`config.mk`:
```
export PLATFORM = sky130hd
export DESIGN_NAME = msp_v1_frame_receiver
export DESIGN_NICKNAME = d
export VERILOG_FILES = /design/src/rtl/core/msp_rx_pkg.sv /design/src/rtl/core/msp_rx_front.sv /design/src/rtl/core/msp_rx_queue.sv /design/src/rtl/core/msp_rx_back.sv /design/src/rtl/core/msp_v1_frame_receiver.sv
export SDC_FILE = /design/constraint.sdc
export NUM_CORES = 1
export LEC_CHECK = 0
export BUFFER_PORTS_ARGS = -buffer_cell sky130_fd_sc_hd__buf_2
export CORE_MARGIN = 2
export CORE_UTILIZATION = 53
export DETAILED_ROUTE_END_ITERATION = 16
export PLACE_DENSITY = 0.75
export SYNTH_ARGS = -nofsm -noshare
export SYNTH_HDL_FRONTEND = slang
export SYNTH_SLANG_ARGS = --single-unit
```
`constraint.sdc`:
```
create_clock -name clk_i -period 3.7 [get_ports clk_i]
set_clock_uncertainty 0.2 [all_clocks]
set_input_delay 0.185 -clock clk_i [delete_from_list [all_inputs] [get_ports clk_i]]
set_output_delay 0.185 -clock clk_i [all_outputs]
set_load 0.02 [all_outputs]
```
`src/rtl/core/msp_rx_pkg.sv`:
```
package msp_rx_pkg;

  localparam logic [7:0] START_BYTE        = 8'h24;  // '$'
  localparam logic [7:0] VERSION_BYTE      = 8'h4D;  // 'M'
  localparam logic [7:0] DEFAULT_DIRECTION = 8'h3C;  // '<'

  localparam int unsigned QUEUE_DEPTH = 4;

  typedef enum logic [2:0] {
    PH_HUNT,
    PH_VERSION,
    PH_DIRECTION,
    PH_SIZE,
    PH_COMMAND,
    PH_PAYLOAD,
    PH_CHECK
  } phase_e;

  // classified word handed from front to back
  typedef enum logic [1:0] {
    OP_SIZE,
    OP_COMMAND,
    OP_DATA,
    OP_CHECK
  } op_e;

  typedef enum logic [1:0] {
    KIND_DATA,
    KIND_OK,
    KIND_BAD
  } kind_e;

  typedef struct packed {
    op_e        op;
    logic [7:0] data;
  } op_t;

  typedef struct packed {
    logic valid;
    op_t  word;
  } op_word_t;

  typedef struct packed {
    logic full;
    logic empty;
  } queue_status_t;

  typedef struct packed {
    kind_e      kind;
    logic [7:0] command_code;
    logic [7:0] frame_length;
    logic [7:0] payload_byte;
    logic [7:0] payload_index;
  } result_t;

endpackage

```
`src/rtl/core/msp_rx_front.sv`:
```
module msp_rx_front
  import msp_rx_pkg::*;
(
  input  logic       clk_i,
  input  logic       rst_ni,
  input  logic       accept_i,
  input  logic [7:0] rx_byte_i,
  input  logic       cfg_valid_i,
  input  logic [7:0] cfg_data_i,
  output op_word_t   op_o
);

  phase_e     phase_q, phase_d;
  logic       header_good_q, header_good_d;
  logic [7:0] len_q, len_d;
  logic [7:0] count_q, count_d;
  logic [7:0] dir_q;
  logic [7:0] count_inc;

  assign count_inc = count_q + 8'd1;

  // next state
  always_comb begin
    phase_d       = phase_q;
    header_good_d = header_good_q;
    len_d         = len_q;
    count_d       = count_q;
    if (accept_i) begin
      unique case (phase_q)
        PH_HUNT: begin
          if (rx_byte_i == START_BYTE) phase_d = PH_VERSION;
        end
        PH_VERSION: begin
          header_good_d = (rx_byte_i == VERSION_BYTE);
          phase_d       = PH_DIRECTION;
        end
        PH_DIRECTION: begin
          phase_d = (header_good_q && rx_byte_i == dir_q) ? PH_SIZE : PH_HUNT;
        end
        PH_SIZE: begin
          len_d   = rx_byte_i;
          phase_d = PH_COMMAND;
        end
        PH_COMMAND: begin
          count_d = 8'd0;
          phase_d = (len_q == 8'd0) ? PH_CHECK : PH_PAYLOAD;
        end
        PH_PAYLOAD: begin
          count_d = count_inc;
          if (count_inc == len_q) phase_d = PH_CHECK;
        end
        PH_CHECK: begin
          phase_d = PH_HUNT;
        end
        default: begin
          phase_d = PH_HUNT;
        end
      endcase
    end
  end

  // outputs
  always_comb begin
    op_o.valid     = 1'b0;
    op_o.word.op   = OP_DATA;
    op_o.word.data = rx_byte_i;
    unique case (phase_q)
      PH_SIZE: begin
        op_o.valid   = accept_i;
        op_o.word.op = OP_SIZE;
      end
      PH_COMMAND: begin
        op_o.valid   = accept_i;
        op_o.word.op = OP_COMMAND;
      end
      PH_PAYLOAD: begin
        op_o.valid   = accept_i;
        op_o.word.op = OP_DATA;
      end
      PH_CHECK: begin
        op_o.valid   = accept_i;
        op_o.word.op = OP_CHECK;
      end
      default: begin
        op_o.valid = 1'b0;
      end
    endcase
  end

  always_ff @(posedge clk_i or negedge rst_ni) begin
    if (!rst_ni) begin
      phase_q       <= PH_HUNT;
      header_good_q <= 1'b0;
      len_q         <= 8'd0;
      count_q       <= 8'd0;
      dir_q         <= DEFAULT_DIRECTION;
    end else begin
      phase_q       <= phase_d;
      header_good_q <= header_good_d;
      len_q         <= len_d;
      count_q       <= count_d;
      if (cfg_valid_i) dir_q <= cfg_data_i;
    end
  end

endmodule

```
`src/rtl/core/msp_rx_queue.sv`:
```
module msp_rx_queue
  import msp_rx_pkg::*;
#(
  parameter int unsigned Depth = QUEUE_DEPTH
) (
  input  logic          clk_i,
  input  logic          rst_ni,
  input  op_word_t      wr_i,
  input  logic          rd_i,
  output op_t           head_o,
  output queue_status_t status_o
);

  localparam int unsigned PtrW = (Depth > 1) ? $clog2(Depth) : 1;
  localparam int unsigned CntW = $clog2(Depth + 1);

  op_t             slots_q [Depth];
  logic [PtrW-1:0] wr_ptr_q, rd_ptr_q;
  logic [CntW-1:0] count_q;
  logic            do_wr, do_rd;

  assign status_o.full  = (count_q == CntW'(Depth));
  assign status_o.empty = (count_q == '0);
  assign do_wr  = wr_i.valid && !status_o.full;
  assign do_rd  = rd_i && !status_o.empty;
  assign head_o = slots_q[rd_ptr_q];

  function automatic logic [PtrW-1:0] wrap_inc(input logic [PtrW-1:0] p);
    return (p == PtrW'(Depth - 1)) ? '0 : p + PtrW'(1);
  endfunction

  always_ff @(posedge clk_i) begin
    if (do_wr) slots_q[wr_ptr_q] <= wr_i.word;
  end

  always_ff @(posedge clk_i or negedge rst_ni) begin
    if (!rst_ni) begin
      wr_ptr_q <= '0;
      rd_ptr_q <= '0;
      count_q  <= '0;
    end else begin
      if (do_wr) wr_ptr_q <= wrap_inc(wr_ptr_q);
      if (do_rd) rd_ptr_q <= wrap_inc(rd_ptr_q);
      if (do_wr && !do_rd) begin
        count_q <= count_q + CntW'(1);
      end else if (do_rd && !do_wr) begin
        count_q <= count_q - CntW'(1);
      end
    end
  end

endmodule

```
`src/rtl/core/msp_rx_back.sv`:
```
module msp_rx_back
  import msp_rx_pkg::*;
(
  input  logic    clk_i,
  input  logic    rst_ni,
  input  op_t     head_i,
  input  logic    head_empty_i,
  output logic    head_pop_o,
  input  logic    pop_i,
  output logic    empty_o,
  output result_t result_o
);

  logic       out_valid_q, out_valid_d;
  result_t    out_q;
  logic [7:0] chk_q, cmd_q, len_q, idx_q;
  logic       makes_result, out_free, take;

  assign makes_result = (head_i.op == OP_DATA) || (head_i.op == OP_CHECK);
  assign out_free     = !out_valid_q || pop_i;
  assign take         = !head_empty_i && (!makes_result || out_free);
  assign head_pop_o   = take;
  assign empty_o      = !out_valid_q;
  assign result_o     = out_q;

  // output word held until popped, refilled by a data or check word
  always_comb begin
    out_valid_d = out_valid_q && !pop_i;
    if (take && makes_result) out_valid_d = 1'b1;
  end

  always_ff @(posedge clk_i or negedge rst_ni) begin
    if (!rst_ni) begin
      out_valid_q <= 1'b0;
      chk_q       <= 8'd0;
      cmd_q       <= 8'd0;
      len_q       <= 8'd0;
      idx_q       <= 8'd0;
    end else begin
      out_valid_q <= out_valid_d;
      if (take) begin
        unique case (head_i.op)
          OP_SIZE: begin
            len_q <= head_i.data;
            chk_q <= head_i.data;
          end
          OP_COMMAND: begin
            cmd_q <= head_i.data;
            chk_q <= chk_q ^ head_i.data;
            idx_q <= 8'd0;
          end
          OP_DATA: begin
            chk_q <= chk_q ^ head_i.data;
            idx_q <= idx_q + 8'd1;
          end
          OP_CHECK: begin
          end
          default: begin
          end
        endcase
      end
    end
  end

  // payload register, no reset
  always_ff @(posedge clk_i) begin
    if (take && makes_result) begin
      out_q.command_code <= cmd_q;
      out_q.frame_length <= len_q;
      if (head_i.op == OP_DATA) begin
        out_q.kind          <= KIND_DATA;
        out_q.payload_byte  <= head_i.data;
        out_q.payload_index <= idx_q;
      end else begin
        out_q.kind          <= (head_i.data == chk_q) ? KIND_OK : KIND_BAD;
        out_q.payload_byte  <= 8'd0;
        out_q.payload_index <= 8'd0;
      end
    end
  end

endmodule

```
`src/rtl/core/msp_v1_frame_receiver.sv`:
```
// MSP v1 request frame receiver.
// Input channel: one serial byte per word on rx_byte_i, taken at a rising edge
// with push high and full low. Result channel: a queue read port; while
// empty is low the oldest result sits on kind_o, command_code_o,
// frame_length_o, payload_byte_o and payload_index_o, and is taken at an edge
// with pop high. Results: one per payload byte, plus one end word (frame
// accepted or checksum mismatch) at the checksum byte; header bytes give none.
// Config channel: cfg_valid_i/cfg_ready_o carry the expected direction byte;
// ready is always high, write it only while the block is idle.
// Throughput: one byte per cycle while full is low, set by the front deframer FSM
// taking a word each cycle and the back stage retiring one queue word each cycle
// while its output register is free. Path: a payload or checksum byte is written
// to the queue at the edge that takes it, then moves into the output register.
// When the receiver stalls, the output register holds and the QueueDepth-word
// queue fills; full rises once it is full and then holds off every byte,
// header bytes included, until the back stage frees a slot.
// Reset: asynchronous, active low; hunts for '$', direction resets to '<',
// queue and output register empty.
module msp_v1_frame_receiver
  import msp_rx_pkg::*;
#(
  parameter int unsigned QueueDepth = QUEUE_DEPTH
) (
  input  logic       clk_i,
  input  logic       rst_ni,
  // byte input
  input  logic       push,
  output logic       full,
  input  logic [7:0] rx_byte_i,
  // config write
  input  logic       cfg_valid_i,
  output logic       cfg_ready_o,
  input  logic [7:0] cfg_data_i,
  // results
  output logic       empty,
  input  logic       pop,
  output logic [1:0] kind_o,
  output logic [7:0] command_code_o,
  output logic [7:0] frame_length_o,
  output logic [7:0] payload_byte_o,
  output logic [7:0] payload_index_o
);

  op_word_t      front_word;
  op_t           q_head;
  queue_status_t q_stat;
  logic          q_pop;
  logic          accept;
  result_t       res;

  assign full        = q_stat.full;
  assign accept      = push && !full;
  assign cfg_ready_o = 1'b1;

  // front: deframing FSM, classifies each byte
  msp_rx_front u_front (
    .clk_i       (clk_i),
    .rst_ni      (rst_ni),
    .accept_i    (accept),
    .rx_byte_i   (rx_byte_i),
    .cfg_valid_i (cfg_valid_i),
    .cfg_data_i  (cfg_data_i),
    .op_o        (front_word)
  );

  // decoupling queue between the two halves
  msp_rx_queue #(
    .Depth (QueueDepth)
  ) u_queue (
    .clk_i    (clk_i),
    .rst_ni   (rst_ni),
    .wr_i     (front_word),
    .rd_i     (q_pop),
    .head_o   (q_head),
    .status_o (q_stat)
  );

  // back: checksum, indexing and the output register
  msp_rx_back u_back (
    .clk_i        (clk_i),
    .rst_ni       (rst_ni),
    .head_i       (q_head),
    .head_empty_i (q_stat.empty),
    .head_pop_o   (q_pop),
    .pop_i        (pop),
    .empty_o      (empty),
    .result_o     (res)
  );

  assign kind_o          = res.kind;
  assign command_code_o  = res.command_code;
  assign frame_length_o  = res.frame_length;
  assign payload_byte_o  = res.payload_byte;
  assign payload_index_o = res.payload_index;

`ifndef SYNTH
  // a full queue is never also flagged empty
  a_full_not_empty: assert property (@(posedge clk_i) disable iff (!rst_ni)
    full |-> !q_stat.empty)
    else $error("queue full and empty at once");

  // end words carry zero byte and index
  a_end_word_zero: assert property (@(posedge clk_i) disable iff (!rst_ni)
    (!empty && kind_o != KIND_DATA) |->
      (payload_byte_o == 8'd0 && payload_index_o == 8'd0))
    else $error("end word with non-zero byte or index");

  // draining the last result with nothing queued leaves the output empty
  a_drain_empty: assert property (@(posedge clk_i) disable iff (!rst_ni)
    (pop && !empty && q_stat.empty) |=> empty)
    else $error("result appeared without a queued word");
`endif

endmodule

```
==> reports/metrics.cfg, run 1 <==
[outcome]
outcome=finished clean

[die]
die_y_um=112.3
die_area_um2=12620
dieWidth_um=112.3
design.portCount=58
core_region_area_um2=11420
start_util_pct=54.47
num_rows=39

[placement]
port_buffers=56
dpl.cell_count=646
place_congestion=0.8863
dpl_cell_area_um2=6638
hpwl_um=7516

[worst_setup_path]
path_class=reg2reg
cpMostUsedCell=ha_1
end_kind=register
worstPathArrival_ps=3330
cp.required_ps=3800
slowest_delay_ps=580
path_cells=mux4_2 -> ha_1 -> nor2_1 -> o21a_1 -> inv_2 -> ha_1 -> inv_1 -> fa_1 -> mux2_2
start_kind=register
crit_family=adder cells
worstPathMaxFanout=7
slowest_stage=mux4_2
worst-path-buf-inv=2

[global_route]
grt_first_pass_wirelength_um=19090
grt_pass1_vias=3872
grt_max_degree=45
overflow=0
grt_antenna_before_repair=0
grtUsageTotal_pct=19.43

[yosys]
synthFlopType=edfxtp_1
synth_edf_count=74
syn-num-nets=493
ys_seq_area_share_pct=63.17
synth.distinct_cells=55
ys_ff_latch=142
avgSynthCellArea_um2=13.55
async_flop_share_pct=47.89
syn_area_um2=6220
syn_inst=459
synth_warnings=0

[timing]
period_minus_slack_ps=3236
finalSetupViolCount=0
max_freq_mhz=309.0
finalHoldViolCount=0
relSlewSlack_pct=51.18
finalMaxSlewViolations=0
tightest_slew_ps=729.2
fin_crit_sh_pct=87.47
rsz0062_at_grt=false
final.setup.tns_ps=0

[clock_tree]
clkSlewWorstSetupHoldPaths_ps=60
clockBufferDepth=2
numCtsBuffers=17
root_buffer=clkbuf_16
cts_setup_buffers=0
cts.sink_count=142
h-tree-depth=4
clkLatencyLatePin_ps=420
cts_tree=yes

[power]
power_density_nw_per_um2=893.4
leakagePower_uw=0.002984
peakVddDrop_uv=574.1

[flow_run]
maxCapViolCount=0

[detailed_routing]
routed_wl_um=11440
drc=0
routedWlPerCell_um=16.22
postRouteAntennaNets=0
dr_total_vias=3882
drt_iter0_markers=162
dr.pass1.iters=5
via_per_inst=5.506

[layout]
diodes=0
final_net_count=583
final_area_um2=7498
nFillCells=833
multi_input_area_um2=2167
final_cells=705
final_cell_mix=74 x edfxtp_1, 64 x dfrtp_1, 56 x buf_2
drive_above_1_share_pct=24.56
mostFrequentLayoutCell=edfxtp_1
regArea_um2=3929
syn_to_final_growth_pct=20.56

[min_path]
holdCritPathClass=in2async

[sequential cells by signal, summed over array words and instances, names as in the netlist]
register,flops
u_queue.rd_ptr_q,2
u_front.header_good_q,1
u_front.phase_q,3
u_back.cmd_q,8
u_front.len_q,8
u_front.count_q,8
u_back.out_valid_q,1
u_back.chk_q,8
u_back.len_q,8
u_queue.slots_q,40
u_queue.wr_ptr_q,2
u_back.idx_q,8
u_back.result_o,34
u_queue.count_q,3
u_front.dir_q,8
[power breakdown]
part | internal (uW) | switching [uW] | leakage [uW]
Combinational | 936 | 1430 | 0.00116
Sequential | 2340 | 320 | 0.00153
Clock | 1040 | 644 | 0.000294
Total | 4310 | 2390 | 0.00298
[stage by stage]
step                      util [%]  worst slack (ps)  hold WS (ps)  power [uW]
after detailed placement     58.13             431.2         11.95        5020
final                        65.67             463.5         96.20        6699
after floorplan                  -             260.8        -310.6        4389
after global routing         65.67             286.8         159.2        7118
after global placement       58.13             586.5         4.438        4883
after CTS                    65.67             439.4         102.5        6756
[worst register-to-register path, stage by stage (launching register included)]
cell and delay (ps):
dfrtp_1 480, mux4_2 580, ha_1 240, nor2_1 230
o21a_1 300, inv_2 120, ha_1 240, inv_1 70
fa_1 410, mux2_2 270
[kinds of logic after synthesis]
kind of cell / Yosys count / share of synthesized area (%)
buf+inv: 29 / 2.032
flops: 142 / 63.17
fa+ha+maj: 13 / 2.736
compound gates: 77 / 7.785
simple gates: 125 / 10.46
other cells: 1 / 0.06029
mux: 46 / 10.10
xor+xnor: 26 / 3.661
[path summary, 6_finish.rpt]
path / startpoint / cells past startpoint / slack (ps) / endpoint
worst max-delay path: u_queue.rd_ptr_q[0] / 9 / 460 / u_queue.count_q[1]
worst min-delay path: rst_ni / 2 / 100 / u_front.count_q[0]
worst max register to register: u_queue.rd_ptr_q[0] / 9 / 460 / u_queue.count_q[1]
worst min register to register: u_back.len_q[4] / 0 / 240 / u_back.result_o[20]
max in group asynchronous: rst_ni / 3 / 2210 / u_back.chk_q[3]
min in group clk_i: u_back.len_q[4] / 0 / 240 / u_back.result_o[20]
[per-layer routing]
layer | track usage [%] | routed length [um] | vias up
met1 | 23.67 | 4727 | 1865
met4 | 7.073 | 192 | 0
li1 | - | - | 1869
met2 | 34.06 | 5956 | 126
met5 | 0 | 0 | -
met3 | 4.482 | 563 | 22
[cell usage after synthesis, types with 6 or more instances]
| library cell | n | area share (%) |
|---|---|---|
| edfxtp_1 | 74 | 36 |
| dfrtp_1 | 64 | 26 |
| o21ai_0 | 32 | 2.6 |
| nand2_1 | 29 | 1.8 |
| mux2_2 | 26 | 4.7 |
| and2_1 | 22 | 2.2 |
| nor2_1 | 21 | 1.3 |
| a21oi_1 | 19 | 1.5 |
| xnor2_1 | 18 | 2.5 |
| nand3_1 | 15 | 1.2 |
| ha_1 | 12 | 2.4 |
| inv_1 | 11 | 0.66 |
| clkbuf_1 | 10 | 0.60 |
| mux4_2 | 10 | 3.6 |
| mux2_1 | 8 | 1.4 |
| xor2_1 | 8 | 1.1 |
| nor4_1 | 7 | 0.70 |
| o31ai_1 | 6 | 0.72 |
[cell type report]
class | count | share of cell area (%)
flip-flops and latches | 142 | 52.39
multi-input cells | 288 | 28.90
repair buffers | 88 | 7.842
clock buffers | 20 | 6.107
well taps | 143 | 2.386
clock inverters | 12 | 1.769
inverters | 12 | 0.6007
[timing repair]
item / CTS / global route
hold endpoints to repair: 74 / 0
resized for setup: 0 / 0
hold buffers: 27 / 0
No activity file was read; power rests on OpenSTA's default activity.
==> run 2, diff against run 1 <==
- CORE_UTILIZATION: 53 -> 59
- PLACE_DENSITY: 0.75 -> 0.79
- SLEW_MARGIN: unset -> 20
- clock period: 3.7 -> 3.2 ns (I/O delays scaled with it)
==> reports/metrics.cfg, run 2 (synthesis gave the netlist of run 1 again) <==
[outcome]
outcome=finished clean

[global_route]
grt_antenna_before_repair=0
grtUsageTotal_pct=23.24
grt_first_pass_wirelength_um=20130
overflow=0
grt_max_degree=36
grt_pass1_vias=4114

[worst_setup_path]
path_class=reg2reg
start_kind=register
cp.required_ps=3450
worstPathArrival_ps=3320
end_kind=register
worstPathMaxFanout=7

[power]
leakagePower_uw=0.002985
power_uw=7773
peakVddDrop_uv=634.5
power_density_nw_per_um2=1034

[detailed_routing]
dr_total_vias=3947
drt_iter0_markers=180
drc=0
postRouteAntennaNets=0
routed_wl_um=11990
via_per_inst=5.615
dr.pass1.iters=4
routedWlPerCell_um=17.06

[flow_run]
maxCapViolCount=0

[clock_tree]
root_buffer=clkbuf_8
cts_tree=yes
h-tree-depth=4
clockBufferDepth=2
clkLatencyLatePin_ps=530
cts.sink_count=142
clkSlewWorstSetupHoldPaths_ps=60
numCtsBuffers=17

[die]
dieWidth_um=106.7
die_y_um=106.7
start_util_pct=60.52
design.portCount=58
die_area_um2=11380
num_rows=37
core_region_area_um2=10280

[timing]
finalHoldViolCount=0
relSlewSlack_pct=51.47
finalMaxSlewViolations=0
fin_crit_sh_pct=96.16
finalSetupViolCount=0
tightest_slew_ps=724.7
max_freq_mhz=325.0
period_minus_slack_ps=3077

[layout]
final_cells=703
largest_reg_flops=40
final_cell_mix=74 x edfxtp_1, 63 x dfrtp_1, 56 x buf_2
final_net_count=588
drive_above_1_share_pct=25.40
mostFrequentLayoutCell=edfxtp_1
diodes=0
largest_register=u_queue.slots_q
final_area_um2=7520
syn_to_final_growth_pct=20.90

[placement]
dpl_cell_area_um2=6656
place_congestion=0.8066
hpwl_um=7619
dpl.cell_count=642
port_buffers=56

[min_path]
holdCritPathClass=in2async

[run 2: final timing paths]
kind                                     start                    end  slack (ps)  cells after the start
max in group asynchronous               rst_ni  u_front.header_good_q        1880                      3
min reg2reg                    u_back.len_q[4]    u_back.result_o[20]         240                      0
max reg2reg                u_queue.rd_ptr_q[0]     u_queue.count_q[2]         120                     12
max                        u_queue.rd_ptr_q[0]     u_queue.count_q[2]         120                     12
min in group clk_i             u_back.len_q[4]    u_back.result_o[20]         240                      0
min                                     rst_ni       u_front.dir_q[4]           7                      2
[run 2: routing by layer]
metal / up-vias / global-route usage [%] / part of all wire (%)
met5: - / 0 / 0
met4: 0 / 10.11 / 1.0
met3: 12 / 4.681 / 4.5
met2: 113 / 40.81 / 54
met1: 1944 / 27.86 / 40
li1: 1878 / - / -
[run 2: timing repair]
| item | CTS | global route |
|---|---|---|
| hold buffers | 28 | 0 |
| setup endpoints to repair | 0 | 2 |
| resized for setup | 0 | 2 |
| buffers inserted | 0 | 1 |
| hold endpoints to repair | 121 | 0 |
[run 2: worst max-delay path: stages (launching register included)]
cell,delay [ps]
dfrtp_2,430
mux4_2,560
inv_1,110
ha_1,190
nor2_2,80
o21a_1,210
inv_2,150
ha_1,210
inv_1,60
fa_1,370
xor2_1,170
nor2_1,110
xor2_1,150
[run 2: where the power goes]
| part | internal, uW | switching (uW) |
|---|---|---|
| Combinational | 1120 | 1690 |
| Clock | 1140 | 744 |
| Sequential | 2700 | 373 |
| Total | 4960 | 2810 |
[run 2: stage by stage]
step | utilization [%] | setup slack, ps | setup TNS (ps) | hold WS, ps
final | 73.17 | 123.0 | 0 | 7.495
after global routing | 73.17 | -6.640 | -6.640 | 11.38
after CTS | 73.06 | 21.00 | 0 | 1.942
after detailed placement | 64.77 | 31.74 | 0 | -121.6
after global placement | 64.77 | 117.1 | 0 | -127.6
after floorplan | - | -64.14 | -80.11 | -335.6
[run 2: area by class of cell]
type                    count  area [um^2]
repair buffers             93        628.1
flip-flops and latches    142         3930
fillers                   678         2758
well taps                 136        170.2
clock buffers              20        435.4
inverters                  12        45.04
clock inverters            12        136.4
multi-input cells         288         2175
==> run 3, diff against run 2 <==
- CORE_UTILIZATION: 59 -> 35
- PLACE_DENSITY: 0.79 -> unset
- SETUP_SLACK_MARGIN: unset -> 0.5
==> reports/metrics.cfg, run 3 (synthesis gave the netlist of run 1 again) <==
[global_route]
grt_first_pass_wirelength_um=19290
grtUsageTotal_pct=13.68
grt_max_degree=69
grt_pass1_vias=3844
grt_antenna_before_repair=0
overflow=0

[layout]
syn_to_final_growth_pct=25.93
largest_reg_flops=40
largest_register=u_queue.slots_q
drive_above_1_share_pct=28.50
mostFrequentLayoutCell=edfxtp_1
nFillCells=1599
final_net_count=600
diodes=0
fin_util_pct=45.13
final_cell_mix=74 x edfxtp_1, 63 x dfrtp_1, 56 x buf_2

[clock_tree]
clkLatencyLatePin_ps=430
h-tree-depth=4
clockBufferDepth=2
numCtsBuffers=17
cts_tree=yes
root_buffer=clkbuf_16
cts.sink_count=142
clkSlewWorstSetupHoldPaths_ps=60

[worst_setup_path]
end_kind=register
cpMostUsedCell=ha_4
path_class=reg2reg
regToRegSetupSlack_ps=450
path_cells=mux4_2 -> ha_4 -> nor2_4 -> o21a_1 -> inv_4 -> ha_4 -> inv_2 -> fa_2 -> mux2_4
start_kind=register
cp.required_ps=3310
crit_family=multiplexers
slowest_delay_ps=590
cp-startpoint=u_queue.rd_ptr_q[0]
worstPathArrival_ps=2860
rr_startpoint=u_queue.rd_ptr_q[0]
worstPathMaxFanout=3
worst-path-buf-inv=2
slowest_stage=mux4_2

[timing]
rsz0062_at_grt=true
finalMaxSlewViolations=0
relSlewSlack_pct=42.29
timing.final.ws_setup_ps=449.7
finalHoldViolCount=0
fin_crit_sh_pct=85.95
tightest_slew_ps=865.7
max_freq_mhz=363.6
finalSetupViolCount=0
final.setup.tns_ps=0
period_minus_slack_ps=2750

[die]
start_util_pct=35.83
die_y_um=137.3
dieWidth_um=137.3
num_rows=48
die_area_um2=18850
design.portCount=58
core_region_area_um2=17360

[placement]
port_buffers=56
hpwl_um=7793
place_worst_setup_slack_ps=351.3
place_congestion=0.8012

[detailed_routing]
drt_iter0_markers=256
postRouteAntennaNets=0
routed_wl_um=12090
dr.pass1.iters=4
drc=0
routedWlPerCell_um=15.04
via_per_inst=4.914
dr_total_vias=3951

[min_path]
holdCritPathClass=reg2reg
min-delay-start=u_back.cmd_q[6]

[outcome]
outcome=finished clean

[flow_run]
maxCapViolCount=0

[power]
power_uw=8204
leakagePower_uw=0.003066
power_density_nw_per_um2=1047
peakVddDrop_uv=647.6

==> run 3: cell types whose count changed in the layout (fill, tap and decap cells not counted), sizes merged <==
cell	previous run	this run
clkinvlp	3	4
buf	65	75
inv	15	13
dlygate4sd3	28	27
clkinv	4	5
clkbuf	20	25
bufinv	2	0
==> run 3: worst reg2reg max path, delay by kind of cell, from the launching register on <==
family / cells / cell delay, ps
compound gates: 1 / 180
buf+inv: 2 / 100
fa+ha+maj: 3 / 790
mux: 2 / 860
flops: 1 / 400
simple gates: 1 / 100
==> run 3: worst paths after layout <==
path,to,depth (start not counted)
max in group asynchronous,u_queue.rd_ptr_q[0],3
hold / removal,u_back.result_o[30],0
hold reg to reg,u_back.result_o[30],0
min in group asynchronous,u_front.count_q[0],3
setup reg to reg,u_queue.count_q[1],9
setup / recovery,u_queue.count_q[1],9
==> run 3: cell type report <==
| cell class | instances | area (um^2) | share of cell area, % |
|---|---|---|---|
| Inverter | 12 | 47.55 | 0.6070 |
| Timing Repair Buffer | 105 | 812.0 | 10.37 |
| Sequential cell | 142 | 3930 | 50.18 |
| Multi-Input combinational cell | 288 | 2230 | 28.47 |
| Clock inverter | 10 | 67.56 | 0.8626 |
| Tap cell | 225 | 281.5 | 3.594 |
| Clock buffer | 22 | 464.2 | 5.927 |
==> run 3: stage by stage <==
step           hold slack [ps]  instance area, um^2  instances
3_5_place_dp             197.8                 6825        732
6_report                 244.6                 7833        804
3_3_place_gp             193.7                 6825        732
4_1_cts                  245.8                 7677        796
2_1_floorplan           -335.6                 6265        459
5_1_grt                  260.6                 7833        804
==> run 3: metal layers <==
metal | vias to the layer above | share of wire [%] | routed length (um) | GRT usage, %
met5 | - | 0 | 0 | 0
li1 | 1895 | - | - | -
met2 | 83 | 50 | 6067 | 22.78
met1 | 1953 | 43 | 5259 | 16.23
met4 | 0 | 2.0 | 246 | 6.873
met3 | 20 | 4.3 | 517 | 3.863
==> run 3: what timing repair did <==
| item | in CTS | in global routing |
|---|---|---|
| endpoints found under the setup margin | 4 | 70 |
| setup buffers | 5 | 3 |
| hold buffers | 27 | 0 |
| cloned | 0 | 5 |
| hold endpoints to repair | 114 | 0 |
| pin swaps | 1 | 2 |
| gates resized for setup | 2 | 8 |
==> run 3: report_power, final <==
part	internal [uW]	leakage [uW]	switching, uW
Sequential	2700	0.00153	361
Combinational	1550	0.00128	1820
Clock	1030	0.000252	744
Total	5280	0.00307	2920
